`config.mk`:
```
export PLATFORM = sky130hd
export DESIGN_NAME = eeprom_hamming_secded_decoder_unit
export DESIGN_NICKNAME = d
export VERILOG_FILES = /design/src/ehsd_pkg.sv /design/src/eeprom_hamming_secded_decoder_unit.sv
export SDC_FILE = /design/constraint.sdc
export NUM_CORES = 1
export LEC_CHECK = 0
export BUFFER_PORTS_ARGS = -buffer_cell sky130_fd_sc_hd__buf_2
export CAP_MARGIN = 25
export CELL_PAD_IN_SITES_DETAIL_PLACEMENT = 1
export CELL_PAD_IN_SITES_GLOBAL_PLACEMENT = 2
export CORE_UTILIZATION = 35
export DETAILED_ROUTE_END_ITERATION = 16
export PLACE_DENSITY = 0.81
export SKIP_LAST_GASP = 1
export SLEW_MARGIN = 20
export SYNTH_ARGS = -nofsm -noshare
export SYNTH_HDL_FRONTEND = slang
export SYNTH_SLANG_ARGS = --single-unit
```
`constraint.sdc`:
```
create_clock -name clock -period 3.15 [get_ports clock]
set_input_delay 0.63 -clock clock [delete_from_list [all_inputs] [get_ports clock]]
set_output_delay 0.63 -clock clock [all_outputs]
set_load 0.01 [all_outputs]
```
`src/ehsd_pkg.sv`:
```
package ehsd_pkg;

   localparam int IDX_W  = 10;
   localparam int WORD_W = 16;
   localparam int STAT_W = 2;

   localparam int MAX_WORDS = 1024;
   localparam logic [IDX_W-1:0] FIRST_PROTECTED_RESET = 10'd16;
   localparam logic [IDX_W:0] PROTECTED_END = 11'd832;
   localparam logic [WORD_W-1:0] DATA_MASK = 16'h07FF;

   localparam logic [WORD_W-1:0] CHK0_MASK = 16'h0D5B;
   localparam logic [WORD_W-1:0] CHK1_MASK = 16'h166D;
   localparam logic [WORD_W-1:0] CHK2_MASK = 16'h278E;
   localparam logic [WORD_W-1:0] CHK3_MASK = 16'h47F0;

   typedef logic [STAT_W-1:0] status_type;
   localparam status_type STAT_OK            = 2'd0;
   localparam status_type STAT_CORRECTED     = 2'd1;
   localparam status_type STAT_UNCORRECTABLE = 2'd2;

   // bit position to flip for each syndrome value
   function automatic logic [3:0] flip_pos(input logic [3:0] syn);
      logic [3:0] pos;
      case (syn)
         4'd0:    pos = 4'd15;
         4'd1:    pos = 4'd11;
         4'd2:    pos = 4'd12;
         4'd3:    pos = 4'd0;
         4'd4:    pos = 4'd13;
         4'd5:    pos = 4'd1;
         4'd6:    pos = 4'd2;
         4'd7:    pos = 4'd3;
         4'd8:    pos = 4'd14;
         4'd9:    pos = 4'd4;
         4'd10:   pos = 4'd5;
         4'd11:   pos = 4'd6;
         4'd12:   pos = 4'd7;
         4'd13:   pos = 4'd8;
         4'd14:   pos = 4'd9;
         4'd15:   pos = 4'd10;
         default: pos = 4'd15;
      endcase
      return pos;
   endfunction

endpackage

```
`src/eeprom_hamming_secded_decoder_unit.sv`:
```
// secded (16,11) checker for a stream of calibration memory words
//
// req channel: tdata[9:0] word index, tdata[25:10] raw word, tlast marks the
// final word of a dump. rsp channel: tdata the output word, tuser[1:0] word
// status, tuser[3:2] sticky run status, tlast repeats the last-word mark.
// csr_we/csr_wdata write the first protected index (words below it pass).
//
// every word goes through an input register and a result register; a result
// shows on rsp once it is in the result register. one word per cycle is
// sustained while rsp_tready stays high; the limit is the single
// parity/correct stage between the two registers. if rsp_tready stays low
// both registers fill and req_tready drops as soon as both are full;
// nothing is lost or dropped.
//
// reset empties both registers, clears the run status and sets the first
// protected index to 16. the run status clears after the word marked last.
module eeprom_hamming_secded_decoder_unit
   import ehsd_pkg::*;
(
   input  logic        clock,
   input  logic        reset,
   input  logic        req_tvalid,
   output logic        req_tready,
   input  logic [31:0] req_tdata,   // [9:0] word_index, [25:10] word_data
   input  logic        req_tlast,   // last_word
   output logic        rsp_tvalid,
   input  logic        rsp_tready,
   output logic [15:0] rsp_tdata,   // [15:0] out_data
   output logic [3:0]  rsp_tuser,   // [1:0] word_status, [3:2] run_status
   output logic        rsp_tlast,   // run_done
   input  logic        csr_we,
   input  logic [9:0]  csr_wdata
);

   logic [IDX_W-1:0]  first_idx_ff;
   logic              in_valid_ff;
   logic [IDX_W-1:0]  in_idx_ff;
   logic [WORD_W-1:0] in_word_ff;
   logic              in_last_ff;
   logic              out_valid_ff;
   logic [WORD_W-1:0] out_data_ff;
   status_type        out_wstat_ff;
   status_type        out_rstat_ff;
   logic              out_last_ff;
   status_type        sticky_ff;

   logic              out_load;
   logic              in_load;
   logic              protect;
   logic [3:0]        syn;
   logic              overall;
   logic [WORD_W-1:0] fixed_word;
   logic [WORD_W-1:0] out_data_in;
   status_type        wstat_in;
   status_type        rstat_in;
   status_type        sticky_in;

   assign out_load   = in_valid_ff && (!out_valid_ff || rsp_tready);
   assign req_tready = !in_valid_ff || out_load;
   assign in_load    = req_tvalid && req_tready;

   always_comb begin
      protect = ({1'b0, in_idx_ff} >= {1'b0, first_idx_ff})
             && ({1'b0, in_idx_ff} < PROTECTED_END)
             && ({7'd0, in_idx_ff} < 17'(MAX_WORDS));
      syn[0]  = ^(in_word_ff & CHK0_MASK);
      syn[1]  = ^(in_word_ff & CHK1_MASK);
      syn[2]  = ^(in_word_ff & CHK2_MASK);
      syn[3]  = ^(in_word_ff & CHK3_MASK);
      overall = ^in_word_ff;
      fixed_word = in_word_ff;
      wstat_in   = STAT_OK;
      if (overall) begin
         fixed_word = in_word_ff ^ (WORD_W'(1) << flip_pos(syn));
         wstat_in   = STAT_CORRECTED;
      end else if (syn != 4'd0) begin
         wstat_in = STAT_UNCORRECTABLE;
      end
      rstat_in    = sticky_ff;
      out_data_in = in_word_ff;
      if (protect) begin
         out_data_in = fixed_word & DATA_MASK;
         if (wstat_in == STAT_UNCORRECTABLE) begin
            rstat_in = STAT_UNCORRECTABLE;
         end else if (wstat_in == STAT_CORRECTED && sticky_ff == STAT_OK) begin
            rstat_in = STAT_CORRECTED;
         end
      end else begin
         wstat_in = STAT_OK;
      end
      sticky_in = in_last_ff ? STAT_OK : rstat_in;
   end

   always_ff @(posedge clock) begin
      if (reset) begin
         first_idx_ff <= FIRST_PROTECTED_RESET;
         in_valid_ff  <= 1'b0;
         out_valid_ff <= 1'b0;
         sticky_ff    <= STAT_OK;
      end else begin
         if (csr_we) begin
            first_idx_ff <= csr_wdata;
         end
         if (in_load) begin
            in_valid_ff <= 1'b1;
         end else if (out_load) begin
            in_valid_ff <= 1'b0;
         end
         if (out_load) begin
            out_valid_ff <= 1'b1;
            sticky_ff    <= sticky_in;
         end else if (rsp_tready) begin
            out_valid_ff <= 1'b0;
         end
      end
   end

   always_ff @(posedge clock) begin
      if (in_load) begin
         in_idx_ff  <= req_tdata[9:0];
         in_word_ff <= req_tdata[25:10];
         in_last_ff <= req_tlast;
      end
      if (out_load) begin
         out_data_ff  <= out_data_in;
         out_wstat_ff <= wstat_in;
         out_rstat_ff <= rstat_in;
         out_last_ff  <= in_last_ff;
      end
   end

   assign rsp_tvalid = out_valid_ff;
   assign rsp_tdata  = out_data_ff;
   assign rsp_tuser  = {out_rstat_ff, out_wstat_ff};
   assign rsp_tlast  = out_last_ff;

endmodule

```
Word level (Yosys, flattened, before mapping)
Memory sizes are Yosys's and may differ from the RTL's.
Index checks and enable logic that the tools add are counted.
Word-level totals
  input bits: 48
  memories kept: 1
  ROM bits: 64
  memory bits (writable): 0
  register bits: 62
  output and inout port bits: 23
  bits in latches: 0
Operators by class
  $mul: 0
  bitwise operators: 1
  reductions and logical operators: 17
  div/mod/pow operators: 0
  equality and inequality tests: 2
  add/subtract/negate cells: 0
  shift-type cells: 1
  mux-type cells: 13
  magnitude comparators: 2
Memory list
  (name not given): depth 16, width 4, read ports 1, clocked after memory_dff 0, wr ports 0, line ehsd_pkg.sv:25  | case (syn)
Operator list (count)
  16-bit XOR reduction: 5
  11-bit two-way mux: 2
  2-bit two-way mux: 6
  1-bit by 4-bit << shifter with 11-bit output (first input constant): 1
  11-bit bitwise XOR: 1
  10-bit >= comparator: 1
  10-bit less-than comparator (second input constant): 1
  1-bit logical AND: 4
  1-bit two-way mux: 4
  4-bit two-way mux: 1
  2-bit nonzero test: 2
  4-bit nonzero test: 1
  2-bit by 1-bit equality test with 1-bit output (second input constant): 1
  2-bit equality test (second input constant): 1
  1-bit zero test: 2
  2-bit zero test: 1
  1-bit logical OR: 2

Logic depth before layout (Yosys ltp)
Gate-level depths: netlist of the first run.
  word-level depth: 10
  gate-level depth with buffers: 10
  depth with buffers taken out: 10

Least setup slack after synthesis of the first run
OpenSTA, ideal clock, no wires.
  kind: flip-flop to flip-flop
  from: reg in_word_ff[8]
  to: reg out_data_ff[2] (netlist: rsp_tdata[2]) (data pin)
  setup slack: 0.401 ns
  period minus slack after synthesis: 2.749 ns
  stages on the path, launching flop included: 11
  arrival time: 2.491 ns
  cells stage by stage: edfxtp_1 xnor2_1 xnor2_2 xor2_1 inv_2 ha_1 mux2_2 nor3_1 o21ai_2 nand2b_1 xnor2_1
Between the ends
  word-level cells in the longest chain between the ends: 7
  elaborated cells on any way between the ends: 10
  those cells by class: shift (1); mux (3); bitwise (1); reduce/logical (4); memory (1)
RTL lines
  start, declared: line eeprom_hamming_secded_decoder_unit.sv:38  | logic [WORD_W-1:0] in_word_ff;
  start signal, assigned: line eeprom_hamming_secded_decoder_unit.sv:121  | in_word_ff <= req_tdata[25:10];
  16-bit XOR reduction (on tied branches): line eeprom_hamming_secded_decoder_unit.sv:68, eeprom_hamming_secded_decoder_unit.sv:66, eeprom_hamming_secded_decoder_unit.sv:69
  memory 16 x 4 bit
  4-bit two-way mux: line eeprom_hamming_secded_decoder_unit.sv:73  | if (overall) begin
  1-bit by 4-bit << shifter with 11-bit output: line eeprom_hamming_secded_decoder_unit.sv:74  | fixed_word = in_word_ff ^ (WORD_W'(1) << flip_pos(syn));
  11-bit bitwise XOR: line eeprom_hamming_secded_decoder_unit.sv:74
  11-bit two-way mux (*): line eeprom_hamming_secded_decoder_unit.sv:73
  11-bit two-way mux (*): line eeprom_hamming_secded_decoder_unit.sv:81  | if (protect) begin
  net out_data_in[2]: line eeprom_hamming_secded_decoder_unit.sv:53  | logic [WORD_W-1:0] out_data_in;
  end signal, assigned: line eeprom_hamming_secded_decoder_unit.sv:125  | out_data_ff <= out_data_in;
  end, declared: line eeprom_hamming_secded_decoder_unit.sv:41  | logic [WORD_W-1:0] out_data_ff;
Mark *: on every way through the listed nets, which the timed path passes. The rest lies on a longest branch. The select of a mux whose other input is x is not followed.
A chain may end at the register's enable or synchronous reset.

Worst setup path in the final report of the first run
  from: reg in_word_ff[3]
  to: reg out_data_ff[3] (netlist: rsp_tdata[3]) (data pin)
Between the ends
  word-level cells in the longest chain between the ends: 7
  elaborated cells on any way between the ends: 10
  those cells by class: shift (1); mux (3); bitwise (1); reduce/logical (4); memory (1)
RTL lines (line)
  16-bit XOR reduction (on tied branches): eeprom_hamming_secded_decoder_unit.sv:67, eeprom_hamming_secded_decoder_unit.sv:66, eeprom_hamming_secded_decoder_unit.sv:68
  memory 16 x 4 bit
  4-bit two-way mux: eeprom_hamming_secded_decoder_unit.sv:73
  1-bit by 4-bit << shifter with 11-bit output: eeprom_hamming_secded_decoder_unit.sv:74
  11-bit bitwise XOR: eeprom_hamming_secded_decoder_unit.sv:74
  11-bit two-way mux: eeprom_hamming_secded_decoder_unit.sv:73
  11-bit two-way mux (*): eeprom_hamming_secded_decoder_unit.sv:81
  net out_data_in[3]: eeprom_hamming_secded_decoder_unit.sv:53
Marked as above.

==> flow_summary.toml, run 1 <==
[outcome]
status = "finished clean"

[clocking]
cts_hold_buffers = 0
cts_setup_buffers = 0
cts_root_buffer = "clkbuf_8"
clock-sinks = 62
worst_skew_pair.late_latency_ns = 0.33
cts_tree = "yes"
htreeDepth = 3
numCtsBuffers = 9
clk_pin_slew_worst_paths_ns = 0.07
cts_max_path_buffers = 2
post_cts_resized = 0

[global_routing]
grt.total_usage = 0.148
use_met2 = 0.255
top_usage_layer = "met2"
grt_max_degree = 28
grt_remaining_overflow = 0
antenna_found_initial = 0
grt_pass1_vias = 2136
grt_first_pass_wirelength_um = 9960
grtUsageMet3 = 0.0463
grt_util_met1 = 0.173

[routing]
route.detailed.drc = 0
drtIter0Drc = 73
viasPerCell = 4.65
vias = 1986
dr.pass1.iters = 4
avgRoutedWirePerCell_um = 13.9
antenna_left = 0
drt-total-wl_um = 5950

[worst_setup_path]
worstPathCellList = "xor2_2 -> xnor2_4 -> xnor3_1 -> xnor2_2 -> nor3b_4 -> o221a_2 -> nand2_1 -> xnor2_1"
crit_fanout = 8
end_kind = "flip-flop"
cp.arrival_ns = 3.01
worst-path-buf-inv = 0
cp_top_family = "XOR/XNOR gates"
worstSetupPathType = "reg -> reg"
slowest_stage = "xnor3_1"
cp-start-kind = "flip-flop"
required_ns = 3.23
cpPeakStageDelay_ns = 0.50

[final_layout]
final-seq-area_um2 = 1720
multi_input_area_um2 = 1270
area_growth_pct = 23.3
nFillCells = 929
antenna_cells = 0
fin_nets = 378
final_common_cell = "buf_2"
drive_gt1_frac = 0.326
final_cell_mix = "buf_2 (64), edfxtp_1 (48), nor2_1 (25)"

[power_and_ir_drop]
seqPwrFrac = 0.409
clockPowerShare = 0.285
ir_worst_vdd_mv = 0.238
p_sw_w = 0.000728
p_sw_frac = 0.303
p_leak_nw = 1.53
p_int_w = 0.00167
p_total_w = 0.00240
combPwrFrac = 0.306
power.density_nw_per_um2 = 640

[logic_synthesis]
syn_nets = 298
yosysWarnings = 0
syn-cell-area_um2 = 3040
synth-edff-count = 48
syn-instance-count = 237
ys_types = 42
synthArstFlopShare = 0
postSynthAreaPerCell_um2 = 12.8
ys_ff_latch = 62
yosysSeqAreaShare = 0.566
synth_flop_cell = "edfxtp_1"

[placement]
dp_hpwl_um = 4650
routabilityCongestion = 0.862
dp_slack_ns = 0.223
numPortBuffers = 64

[timing]
finalCritPeriodShare = 0.929
period_minus_slack_ns = 2.93
hold_ws_ns = 0.474
slew_violations = 0
max_freq_mhz = 342
tns_ns = 0
rsz0062_at_grt = "false"
finalWorstSetupSlack_ns = 0.222
tightest_slew_ns = 0.503
slew-limit-headroom = 0.662
hold_viol = 0
skew_ns = 0.00704
setup_viol = 0

[floorplan]
core-area_um2 = 8300
start_util = 0.367
die-area_um2 = 9070
die_x_um = 95.2
num_io_pins = 71
rows = 33
die_y_um = 95.2

[worst_hold_path]
hp-class = "in -> reg"

[run]
drv_cap = 0
synth_stat cells (3+ instances only):
cell type   n  share of area
edfxtp_1   48           0.47
nor2_1     25          0.031
xnor2_1    15          0.043
dfxtp_1    14          0.092
ha_1       13          0.053
inv_1      13          0.016
xor2_1     13          0.037
nand2_1    12          0.015
a21oi_1     9          0.015
mux2i_1     9          0.030
nor3_1      8          0.013
nor2b_1     7          0.014
nand2b_1    6          0.012
o21ai_0     5         0.0082
xnor2_2     4          0.021
xor2_2      3          0.016
metal layers:
layer / vias up / routed length (µm)
li1: 989 / -
met5: - / 0
met3: 9 / 279
met1: 942 / 2630
met4: 0 / 87
met2: 46 / 2960
per-stage QoR:
| stage | cell area [µm²] | utilization | cells |
|---|---|---|---|
| 2_1_floorplan | 3040 | - | 237 |
| 3_3_place_gp | 3540 | 0.427 | 411 |
| 3_5_place_dp | 3540 | 0.427 | 411 |
| 4_1_cts | 3740 | 0.451 | 427 |
| 5_1_grt | 3750 | 0.452 | 427 |
| 6_report | 3750 | 0.452 | 427 |
power groups by stage:
stage               Clock (W)  Combinational (W)  Sequential, W
finish               0.000685           0.000734       0.000982
global route         0.000749           0.000810       0.000988
CTS                  0.000715           0.000733       0.000984
detailed placement          0           0.000732        0.00100
global placement            0           0.000716       0.000999
floorplan                   0           0.000521        0.00101
worst reg2reg max path, cell delays in order (launching register included):
cell	delay, ns
edfxtp_1	0.45
xor2_2	0.25
xnor2_4	0.36
xnor3_1	0.51
xnor2_2	0.23
nor3b_4	0.40
o221a_2	0.28
nand2_1	0.07
xnor2_1	0.13
final timing paths:
kind,from,end,slack (ns),cells past startpoint
min reg2reg,first_idx_ff[1],first_idx_ff[1],0.49,2
max reg2reg,in_word_ff[3],rsp_tdata[3],0.22,8
min,req_tdata[22],in_word_ff[12],0.47,1
max,in_word_ff[3],rsp_tdata[3],0.22,8
kinds of logic (layout without fill, tap and decap cells):
logic type | after synthesis | after routing | synth area share
AND/OR/NAND/NOR | 63 | 63 | 0.0995
flip-flops | 62 | 62 | 0.566
XOR/XNOR | 38 | 38 | 0.142
AO/OA/AOI/OAI | 34 | 34 | 0.0847
buffers and inverters | 17 | 102 | 0.0210
adder cells (fa/ha/maj) | 13 | 13 | 0.0535
multiplexers | 10 | 10 | 0.0333
layout make-up:
class                      count  share of cell area
sequential                    62               0.459
inverter                      15              0.0150
timing repair buffer          71              0.0994
clock buffer                  16              0.0537
tap                          105              0.0350
multi-input combinational    158               0.338
flip-flops by register name, indices dropped and copies added (netlist names), 2 cells and up:
register	count
out_wstat_ff	2
rsp_tdata	16
in_word_ff	16
sticky_ff	2
first_idx_ff	10
in_idx_ff	10
out_rstat_ff	2
Note: power is estimated with default switching activity, not from simulation.
==> run 2: changes to the inputs <==
Settings changed: PLACE_DENSITY 0.81 to 0.82.
==> run 2 against run 1 <==
  * Clock power increased by 9.5%
  * Worst setup slack got worse by 0.068 ns
  * Final cell count unchanged
  * Wire length increased by 4.0%
  * Combinational power increased by 2.7%
  * Design area increased by 0.13%
  * Non-clock buffer count unchanged
  * Global-route usage increased by 0.39 points
  * Maximum frequency decreased by 2.3%
  * Clock skew increased by 0.0062 ns
  * Worst hold slack got worse by 0.023 ns
  * Critical path depth unchanged
==> flow_summary.toml, run 2 (synthesis results as in run 1) <==
[outcome]
status = "finished clean"

[worst_setup_path]
cp-start-kind = "flip-flop"
cp.arrival_ns = 3.08
worstPathCellList = "xor2_2 -> xnor2_4 -> xnor3_1 -> xnor2_2 -> nor3b_4 -> o221a_2 -> nand2b_1 -> xnor2_1"
end_kind = "flip-flop"
crit_fanout = 8
slowest_stage = "xnor3_1"
required_ns = 3.23
cpPeakStageDelay_ns = 0.51
worstSetupPathType = "reg -> reg"

[clocking]
numCtsBuffers = 9
cts_max_path_buffers = 2
cts_tree = "yes"
cts_hold_buffers = 0
post_cts_resized = 0
clk_pin_slew_worst_paths_ns = 0.07
htreeDepth = 3
cts_root_buffer = "clkbuf_8"
worst_skew_pair.late_latency_ns = 0.35
clock-sinks = 62
cts_setup_buffers = 0

[routing]
vias = 2021
antenna_left = 0
route.detailed.drc = 0
avgRoutedWirePerCell_um = 14.5
drtIter0Drc = 80
dr.pass1.iters = 4
viasPerCell = 4.73
drt-total-wl_um = 6190

[final_layout]
area_growth_pct = 23.4
fin_nets = 378
final_common_cell = "buf_2"
drive_gt1_frac = 0.323
antenna_cells = 0
final_cell_mix = "buf_2 (64), edfxtp_1 (48), nor2_1 (25)"

[timing]
finalCritPeriodShare = 0.951
slew_violations = 0
tns_ns = 0
hold_viol = 0
rsz0062_at_grt = "false"
slew-limit-headroom = 0.681
period_minus_slack_ns = 3.00
tightest_slew_ns = 0.474
max_freq_mhz = 334
setup_viol = 0
skew_ns = 0.0133

[power_and_ir_drop]
p_total_w = 0.00249
p_int_w = 0.00172
ir_worst_vdd_mv = 0.274
p_sw_frac = 0.309
combPwrFrac = 0.303
power.density_nw_per_um2 = 662
p_sw_w = 0.000768
clockPowerShare = 0.302
seqPwrFrac = 0.395
p_leak_nw = 1.52

[global_routing]
grt_max_degree = 28
antenna_found_initial = 0
grt_first_pass_wirelength_um = 10100
grt.total_usage = 0.152
grt_remaining_overflow = 0
grt_pass1_vias = 2101

[floorplan]
die_x_um = 95.2
die-area_um2 = 9070
core-area_um2 = 8300
die_y_um = 95.2
num_io_pins = 71
rows = 33
start_util = 0.367

[placement]
routabilityCongestion = 0.849
dp_hpwl_um = 4550
numPortBuffers = 64

[worst_hold_path]
hp-class = "in -> reg"

[run]
drv_cap = 0
[run 2: worst max-delay path, delay by kind of cell, from the launching register on]
kind,cells,cell delay [ns]
and+or+nand+nor,2,0.50
DFF,1,0.46
AOI/OAI and AO/OA,1,0.29
xor gates and xnor gates,5,1.48
[run 2: layer usage]
layer	track usage	up-vias	wire, µm
li1	-	993	-
met3	0.0542	10	383
met1	0.175	959	2580
met2	0.255	59	3090
met5	0	-	0
met4	0.0644	0	131
[run 2: worst paths after layout]
path / slack, ns / cells after the start / endpoint / startpoint
min: 0.45 / 1 / in_idx_ff[3] / req_tdata[3]
max: 0.15 / 8 / rsp_tdata[7] / in_word_ff[3]
max reg2reg: 0.15 / 8 / rsp_tdata[7] / in_word_ff[3]
min reg2reg: 0.50 / 2 / first_idx_ff[5] / first_idx_ff[5]
[run 2: final cells by class]
class	count	area, µm²
flip-flops and latches	62	1720
repair buffers	71	373
clock buffers	12	135
multi-input cells	158	1270
inverters	15	56.3
clock inverters	4	71.3
well taps	105	131
fillers	895	4540
[run 2: power groups by stage]
stage	Combinational [W]	Clock [W]	Sequential, W
2_1_floorplan	0.000521	0	0.00101
3_3_place_gp	0.000714	0	0.000999
3_5_place_dp	0.000734	0	0.00100
4_1_cts	0.000745	0.000773	0.000984
5_1_grt	0.000827	0.000811	0.000988
6_report	0.000754	0.000750	0.000983
[run 2: metrics by stage]
stage | std cells | worst slack (ns) | hold WS (ns) | instance area [µm²] | utilization
CTS | 427 | 0.132 | 0.432 | 3750 | 0.452
global placement | 411 | 0.210 | 0.474 | 3540 | 0.427
floorplan | 237 | 0.401 | 0.459 | 3040 | -
detailed placement | 411 | 0.198 | 0.484 | 3540 | 0.427
finish | 427 | 0.154 | 0.451 | 3750 | 0.452
global route | 427 | 0.0225 | 0.427 | 3750 | 0.452
==> run 3: changes to the inputs <==
Settings changed: ABC_AREA set to 1, CORE_UTILIZATION 35 to 33, PLACE_DENSITY 0.82 to 0.85.
==> run 3 against run 2 <==
  * Final cell count is 47% higher
  * Die area is 22% higher
  * Maximum frequency is 17% higher
  * First-iteration DRC count is 7.5% higher
  * Global-route usage is 0.68 points higher
  * Sequential share of layout area is 4.7 points lower
  * Via count is 43% higher
  * Largest cell class unchanged
==> flow_summary.toml, run 3 <==
[logic_synthesis]
yosysWarnings = 0
synthArstFlopShare = 0
syn_nets = 474
syn-cell-area_um2 = 3520
yosysTopAreaCell = "edfxtp_1"
synth_common_cells = "nand2_1 (135), edfxtp_1 (48), inv_1 (43)"
post-synth-top-count-cell = "nand2_1"
synth_top_area_frac = 0.410
synth-edff-count = 48
ys_top_cells_by_area = "edfxtp_1 (41%), nand2_1 (14%), dfxtp_1 (8.0%)"
yosysSeqAreaShare = 0.489
ys_ff_latch = 62
postSynthAreaPerCell_um2 = 8.52
ys_types = 28
syn-instance-count = 413
synth_flop_cell = "edfxtp_1"

[floorplan]
rows = 37
die_y_um = 105
core-area_um2 = 10300
die_x_um = 105
die-area_um2 = 11100
start_util = 0.341
num_io_pins = 71

[clocking]
numCtsBuffers = 9
cts_tree = "yes"
cts_hold_buffers = 0
clk_pin_slew_worst_paths_ns = 0.07
cts_max_path_buffers = 2
post_cts_resized = 0
cts_root_buffer = "clkbuf_8"
worst_skew_pair.late_latency_ns = 0.35
clock-sinks = 62
htreeDepth = 3
cts_setup_buffers = 0

[timing]
hold_ws_ns = 0.450
rsz0062_at_grt = "false"
setup_viol = 0
tns_ns = 0
hold_viol = 0
max_freq_mhz = 391
finalCritPeriodShare = 0.812
slew_violations = 0
slew-limit-headroom = 0.708
tightest_slew_ns = 0.437
period_minus_slack_ns = 2.56
skew_ns = 0.00892

[routing]
dr.pass1.iters = 4
drtIter0Drc = 86
viasPerCell = 4.63
route.detailed.drc = 0
vias = 2896
avgRoutedWirePerCell_um = 13.6
drt-total-wl_um = 8500
antenna_left = 0

[global_routing]
antenna_found_initial = 0
grt_first_pass_wirelength_um = 13500
grt_pass1_vias = 2866
grt.total_usage = 0.159
grt_max_degree = 23
grtUsageMet3 = 0.0439
top_usage_layer = "met2"
use_met2 = 0.291
grt_remaining_overflow = 0
grt_util_met1 = 0.174

[worst_setup_path]
crit_fanout = 6
worstSetupPathType = "reg -> reg"
cp-start-kind = "flip-flop"
end_kind = "flip-flop"
required_ns = 3.26
cp.arrival_ns = 2.67

[worst_hold_path]
hp-class = "in -> reg"

[final_layout]
final_cells = 626
drive_gt1_frac = 0.255
final_common_cell = "nand2_1"
final_cell_mix = "nand2_1 (135), buf_2 (64), edfxtp_1 (48)"
fin_nets = 546
antenna_cells = 0
area_growth_pct = 18.8

[power_and_ir_drop]
ir_worst_vdd_mv = 0.186
power.density_nw_per_um2 = 540
p_leak_nw = 2.00

[placement]
routabilityCongestion = 0.787
dp_hpwl_um = 6640
dp_cells = 610
numPortBuffers = 64

[outcome]
status = "finished clean"

[run]
drv_cap = 0
[run 3: changes by cell type after synthesis, moves of 8 or more]
cell / previous run / this run
mux2i_1: 9 / 0
nand2_1: 12 / 135
nor3_1: 8 / 0
nand3_1: 1 / 38
xor2_1: 13 / 3
xnor2_1: 15 / 5
inv_1: 13 / 43
a21oi_1: 9 / 17
nand4_1: 0 / 10
nand2_2: 0 / 16
[run 3: per-stage QoR]
step | utilization | total power, W | area (µm²) | worst slack, ns
floorplan | - | 0.00143 | 3520 | 0.972
detailed placement | 0.387 | 0.00161 | 4000 | 0.560
finish | 0.405 | 0.00226 | 4180 | 0.593
global route | 0.405 | 0.00239 | 4180 | 0.379
global placement | 0.387 | 0.00159 | 4000 | 0.639
CTS | 0.405 | 0.00229 | 4180 | 0.549
[run 3: worst max-delay path, cell delays in order, from the launching register on]
cell	delay, ns
edfxtp_1	0.48
inv_2	0.14
nand2_1	0.06
nand2_1	0.11
clkinv_1	0.08
nand2_1	0.08
nand2_2	0.08
xnor2_1	0.33
ha_1	0.32
nand2_1	0.09
nand2_2	0.08
nor2_4	0.23
nand3_1	0.11
nand2_1	0.07
nand2_1	0.05
[run 3: layout make-up]
cell class	instances	area, µm²
Fill cell	1264	6140
Sequential cell	62	1720
Multi-Input combinational cell	293	1570
Timing Repair Buffer	66	335
Inverter	53	199
Tap cell	136	170
Clock buffer	12	166
Clock inverter	4	20.0
[run 3: logic make-up after synthesis]
kind of cell	after synthesis	share of synthesized area
AND/OR/NAND/NOR	238	0.325
flip-flops	62	0.489
buffers and inverters	58	0.0647
AO/OA/AOI/OAI	34	0.0544
adder cells (fa/ha/maj)	13	0.0462
XOR/XNOR	8	0.0199
[run 3: layer usage]
metal  vias to the layer above  routed length [µm]
li1                       1500                   -
met1                      1335                3630
met2                        48                4400
met3                        13                 318
met4                         0                 142
met5                         -                   0
[run 3: power breakdown]
| group | internal (W) | total, W | switching [W] |
|---|---|---|---|
| Clock | 0.000350 | 0.000673 | 0.000323 |
| Combinational | 0.000194 | 0.000610 | 0.000416 |
| Sequential | 0.000945 | 0.000974 | 0.0000297 |
| Total | 0.00149 | 0.00226 | 0.000768 |
[run 3: path summary, 6_finish.rpt]
| path | startpoint | endpoint | slack (ns) | depth (start not counted) |
|---|---|---|---|---|
| setup / recovery | in_word_ff[10] | rsp_tdata[6] | 0.59 | 14 |
| hold / removal | req_tdata[15] | in_word_ff[5] | 0.45 | 1 |
| setup reg to reg | in_word_ff[10] | rsp_tdata[6] | 0.59 | 14 |
| hold reg to reg | in_last_ff | rsp_tlast | 0.46 | 0 |
